===== src/rtl/assert_macros.svh =====
// ----------------------------------------------------------------------------
// assert_macros.svh
// Shared concurrent assertion macros, clocked on clk and disabled in reset.
// ----------------------------------------------------------------------------
`ifndef ASSERT_MACROS_SVH
`define ASSERT_MACROS_SVH

// Property holds at every clock edge outside reset.
`define ASSERT_ALWAYS(label, prop, msg) \
	label: assert property (@(posedge clk) disable iff (!arst_n) (prop)) else $error(msg);

// Antecedent at one edge implies consequent at the next edge.
`define ASSERT_NEXT(label, ante, cons, msg) \
	label: assert property (@(posedge clk) disable iff (!arst_n) (ante) |=> (cons)) \
		else $error(msg);

`endif


===== src/rtl/hcbp_pkg.sv =====
// ----------------------------------------------------------------------------
// hcbp_pkg
// Types, sizes and helpers shared by the code bit packer modules.
// ----------------------------------------------------------------------------
package hcbp_pkg;

	localparam int MAX_CODE_BITS = 32;
	localparam int SYMBOL_COUNT  = 256;
	localparam int BYTE_BITS     = 8;

	localparam int CODE_W = MAX_CODE_BITS;
	localparam int LEN_W  = $clog2(MAX_CODE_BITS + 1);
	localparam int SYM_W  = (SYMBOL_COUNT > 1) ? $clog2(SYMBOL_COUNT) : 1;
	localparam int ACC_W  = MAX_CODE_BITS + BYTE_BITS - 1;
	localparam int CNT_W  = $clog2(ACC_W + 1);
	localparam int SH_W   = $clog2(BYTE_BITS);

	typedef enum logic [1:0] {
		OP_LOAD   = 2'd0,
		OP_ENCODE = 2'd1,
		OP_FLUSH  = 2'd2
	} op_t;

	typedef struct packed {
		logic [1:0]  opcode;
		logic [7:0]  symbol;
		logic [31:0] code_value;
		logic [5:0]  code_length;
	} cmd_t;

	typedef struct packed {
		logic [7:0] out_byte;
		logic       last_of_run;
	} pack_t;

	typedef struct packed {
		logic [CODE_W-1:0] code;
		logic [LEN_W-1:0]  len;
	} entry_t;

	// Control of the item sitting in front of the packer.
	typedef struct packed {
		logic vld;
		op_t  op;
	} stage_t;

	function automatic logic [LEN_W-1:0] sat_len(input logic [5:0] len);
		if (len > 6'(MAX_CODE_BITS)) begin
			return LEN_W'(MAX_CODE_BITS);
		end
		return LEN_W'(len);
	endfunction

	// Clear code bits at and above the stored length.
	function automatic logic [CODE_W-1:0] mask_code(input logic [31:0] code,
		input logic [LEN_W-1:0] len);
		logic [CODE_W-1:0] full;
		logic [CODE_W-1:0] res;
		full = CODE_W'(code);
		for (int i = 0; i < CODE_W; i++) begin
			res[i] = full[i] & (LEN_W'(i) < len);
		end
		return res;
	endfunction

endpackage


===== src/rtl/hcbp_packer.sv =====
// ----------------------------------------------------------------------------
// hcbp_packer
// Bit accumulator and output register: merges codes into the pending bits
// and sends one full byte per cycle while the output is not stalled.
// ----------------------------------------------------------------------------
`include "assert_macros.svh"

module hcbp_packer
	import hcbp_pkg::*;
(
	input  logic   clk,
	input  logic   arst_n,
	input  stage_t stage,
	input  entry_t entry,
	output logic   take,
	output logic   pack_valid,
	input  logic   pack_stall,
	output pack_t  pack
);

	logic [ACC_W-1:0] acc_q;
	logic [CNT_W-1:0] cnt_q;
	logic             out_vld_q;
	pack_t            out_q;

	logic             emit;
	logic [ACC_W-1:0] base_acc;
	logic [CNT_W-1:0] base_cnt;
	logic [ACC_W-1:0] acc_n;
	logic [CNT_W-1:0] cnt_n;

	always_comb begin
		emit     = (cnt_q >= CNT_W'(BYTE_BITS)) && (!out_vld_q || !pack_stall);
		base_acc = emit ? (acc_q >> BYTE_BITS) : acc_q;
		base_cnt = emit ? (cnt_q - CNT_W'(BYTE_BITS)) : cnt_q;
		// Take the next item once no full byte is left over.
		take     = stage.vld && (base_cnt < CNT_W'(BYTE_BITS));
		acc_n    = base_acc;
		cnt_n    = base_cnt;
		if (take) begin
			case (stage.op)
				OP_ENCODE: begin
					acc_n = base_acc | (ACC_W'(entry.code) << base_cnt[SH_W-1:0]);
					cnt_n = base_cnt + CNT_W'(entry.len);
				end
				OP_FLUSH: begin
					// Pad to a whole byte; upper bits are already zero.
					if (base_cnt != '0) begin
						cnt_n = CNT_W'(BYTE_BITS);
					end
				end
				default: begin
				end
			endcase
		end
	end

	always_ff @(posedge clk or negedge arst_n) begin
		if (!arst_n) begin
			acc_q     <= '0;
			cnt_q     <= '0;
			out_vld_q <= 1'b0;
		end else begin
			acc_q <= acc_n;
			cnt_q <= cnt_n;
			if (emit) begin
				out_vld_q <= 1'b1;
			end else if (!pack_stall) begin
				out_vld_q <= 1'b0;
			end
		end
	end

	always_ff @(posedge clk) begin
		if (emit) begin
			out_q.out_byte    <= acc_q[BYTE_BITS-1:0];
			out_q.last_of_run <= cnt_q < CNT_W'(2 * BYTE_BITS);
		end
	end

	assign pack_valid = out_vld_q;
	assign pack       = out_q;

	`ASSERT_ALWAYS(a_cnt_range, cnt_q <= CNT_W'(ACC_W), "accumulator count out of range")
	`ASSERT_ALWAYS(a_acc_clean, (acc_q >> cnt_q) == '0, "stale bits above accumulator count")
	`ASSERT_NEXT(a_flush_byte, take && (stage.op == OP_FLUSH) && (base_cnt != '0), cnt_q == CNT_W'(BYTE_BITS), "flush did not form a whole byte")

endmodule


===== config.mk =====
export PLATFORM = sky130hd
export DESIGN_NAME = hcbp_packer
export DESIGN_NICKNAME = d
export VERILOG_FILES = /design/src/rtl/hcbp_pkg.sv /design/src/rtl/hcbp_packer.sv
export VERILOG_INCLUDE_DIRS = /design/src /design/src/rtl
export SDC_FILE = /design/constraint.sdc
export NUM_CORES = 1
export LEC_CHECK = 0
export ABC_AREA = 1
export BUFFER_PORTS_ARGS = -buffer_cell sky130_fd_sc_hd__buf_2
export CORE_ASPECT_RATIO = 1.5
export CORE_MARGIN = 3
export CORE_UTILIZATION = 25
export CTS_BUF_LIST = sky130_fd_sc_hd__clkbuf_2
export DETAILED_ROUTE_END_ITERATION = 16
export SLEW_MARGIN = 20
export SYNTH_ARGS = -nofsm -noshare
export SYNTH_HDL_FRONTEND = slang
export SYNTH_SLANG_ARGS = --single-unit

===== constraint.sdc =====
create_clock -name clk -period 2.27 [get_ports clk]
set_input_delay 0.454 -clock clk [delete_from_list [all_inputs] [get_ports clk]]
set_output_delay 0.454 -clock clk [all_outputs]
set_load 0.1 [all_outputs]

==> reports/metrics.yaml <==
layout-drive-gt1-share_pct: 19.4
ir_worst_vdd_v: 0.000339
vias: 3495
ys_types: 32
timing.final.ws_setup_ns: -0.190
synth_top_area_share_pct: 32.1
grt_usage_pct: 12.2
clockBufferDepth: 2
cts_tree: "built"
grt_setup_unrepaired: "yes"
period_share_pct: 108
row_count: 53
start_util_pct: 25.5
max_stage_delay_ns: 0.49
crit_fanout: 4
place_ws_ns: 0.201
worst_skew_pair.late_latency_ns: 0.50
ys_async_sr_fraction_pct: 83.6
synth_ff_type: "dfrtp_1"
gp_congestion: 0.875
setup_violations: 1
ys_seq_area_share_pct: 39.6
yosysTopAreaCell: "dfrtp_1"
hold_viol_final: 0
num_io_pins: 55
grt_overflow: 0
drv_cap: 0
syn_area_um2: 3590
synth_nets: 552
finalNetCount: 605
fin_skew_ns: 0.0482
cts_sinks: 55
finalSetupTns_ns: -0.190
antenna_found_initial: 1
syn_to_final_growth_pct: 18.9
min_path_type: "input port to flip-flop"
end_kind: "output pin"
dp_hpwl_um: 7120
leakage_nw: 2.00
cts_buffers: 5
startpoint_type: "flip-flop"
required_ns: 1.82
power_mw: 5.14
fmax_ghz: 0.407
clk_pin_slew_ns: 0.29
synth_commonest_cells: "nand2_1 (176), nand3_1 (47), dfrtp_1 (46)"
io_buffers: 54
crit_slowest_cell: "dfrtp_2"
yosysMostFrequentCell: "nand2_1"
post-route-util_pct: 30.4
ys_warn_count: 0
grt_max_degree: 47
violations: "setup timing"
die-area_um2: 15900
fin_crit_ns: 2.46
dieWidth_um: 104
status: "complete, but fails checks"
tightest_slew_ns: 0.616
routed_wl_um: 9760
holdWs_ns: 0.211
avgSynthCellArea_um2: 7.21
grt_pass1_wl_um: 16100
core_um2: 14100
timing.slew.headroom_pct: 58.9
crit_arrival_ns: 2.01
path_class: "flip-flop to output pin"
root_buffer: "clkbuf_2"
synth_edf_count: 9
netlist_top_cells_area: "dfrtp_1 (32%), nand2_1 (18%), edfxtp_1 (7.5%), nand3_1 (6.6%), o22ai_1 (5.1%)"
viasPerCell: 4.69
p_per_area_nw_per_um2: 1200
slew_viol_final: 0
drc: 0
ant_nets: 0
ys_ff_latch: 55
synth_cells: 498
cp_cell_sequence: "inv_2, ha_1, nand3b_1, nand2_2, nor2_4, nand3_4, clkinv_4, buf_12"
htree_levels: 2
routedWlPerCell_um: 13.1
firstDrtPassIters: 4
dr.first_iter.drc_count: 209
die_h_um: 153
grt_pass1_vias: 3263
## what timing repair did
action                                 CTS  global route
endpoints found under the hold margin    6             0
buffers inserted                         6             3
hold buffers                             1             0
gates resized for setup                 10             8
pin swaps                                4             5
setup endpoints to repair                1            12
## per-stage QoR
| step | instance area, µm² | std cells |
|---|---|---|
| after global routing | 4270 | 745 |
| after floorplan | 3590 | 498 |
| final | 4270 | 745 |
| after global placement | 4070 | 726 |
| after detailed placement | 4070 | 726 |
| after CTS | 4210 | 741 |
## power breakdown
part,internal [mW],switching [mW]
registers,1.40,0.176
clock network,0.0844,0.348
logic,0.956,2.18
## placed cells by master (no fill, tap or decap), types with 4 or more instances in the layout
cell type,count
nand2_1,172
buf_2,53
nand3_1,45
dfrtp_1,44
nor2_1,33
o21ai_0,29
o22ai_1,29
inv_1,26
buf_4,20
o211ai_1,17
o21ai_1,10
edfxtp_1,9
ha_1,7
nand2_2,6
mux2i_1,5
clkbuf_2,5
inv_2,4
o31ai_1,4
## logic make-up after synthesis
kind of cell	count (synthesis)	synth area share (%)
and+or+nand+nor	266	30.7
AOI/OAI and AO/OA	97	16.4
buffers and inverters	61	7.32
DFF	55	39.6
adders and majority gates	10	3.69
muxes	5	1.39
xor gates and xnor gates	4	0.976
## metal layers
metal | part of all wire (%) | global-route usage, % | wire [µm]
met4 | 1.9 | 4.12 | 184
met5 | 0 | 0 | 0
met1 | 43 | 15.3 | 4150
met2 | 53 | 21.7 | 5160
met3 | 2.7 | 1.31 | 265
## flip-flops by register name, summed over array words and instances, names as in the netlist
name	count
acc_q	39
cnt_q	6
pack	9
pack_valid	1
## final cells by class
class | count | area (µm²)
clock buffer | 5 | 25.0
multi-input combinational | 382 | 1970
fill | 1581 | 9790
inverter | 31 | 121
antenna | 1 | 2.50
timing repair buffer | 76 | 457
tap | 192 | 240
sequential | 55 | 1420
clock inverter | 3 | 25.0
## path summary, 6_finish.rpt
check,to,slack [ns],start,cells past startpoint
worst max register to register,acc_q[33]$_DFF_PN0_,0.17,cnt_q[3]$_DFF_PN0_,11
worst min-delay path,cnt_q[5]$_DFF_PN0_,0.21,entry[5],3
worst max-delay path,take,-0.19,cnt_q[3]$_DFF_PN0_,8
min in group asynchronous,acc_q[9]$_DFF_PN0_,0.53,arst_n,3
worst min register to register,acc_q[12]$_DFF_PN0_,0.49,acc_q[20]$_DFF_PN0_,2
max in group asynchronous,acc_q[36]$_DFF_PN0_,1.28,arst_n,3
## worst max-delay path: cells and delay by family, from the launching register on
| family | cells | cell delay (ns) |
|---|---|---|
| flops | 1 | 0.49 |
| simple gates | 4 | 0.43 |
| fa+ha+maj | 1 | 0.31 |
| buf+inv | 3 | 0.28 |
Power figures use the tool's default switching activity.
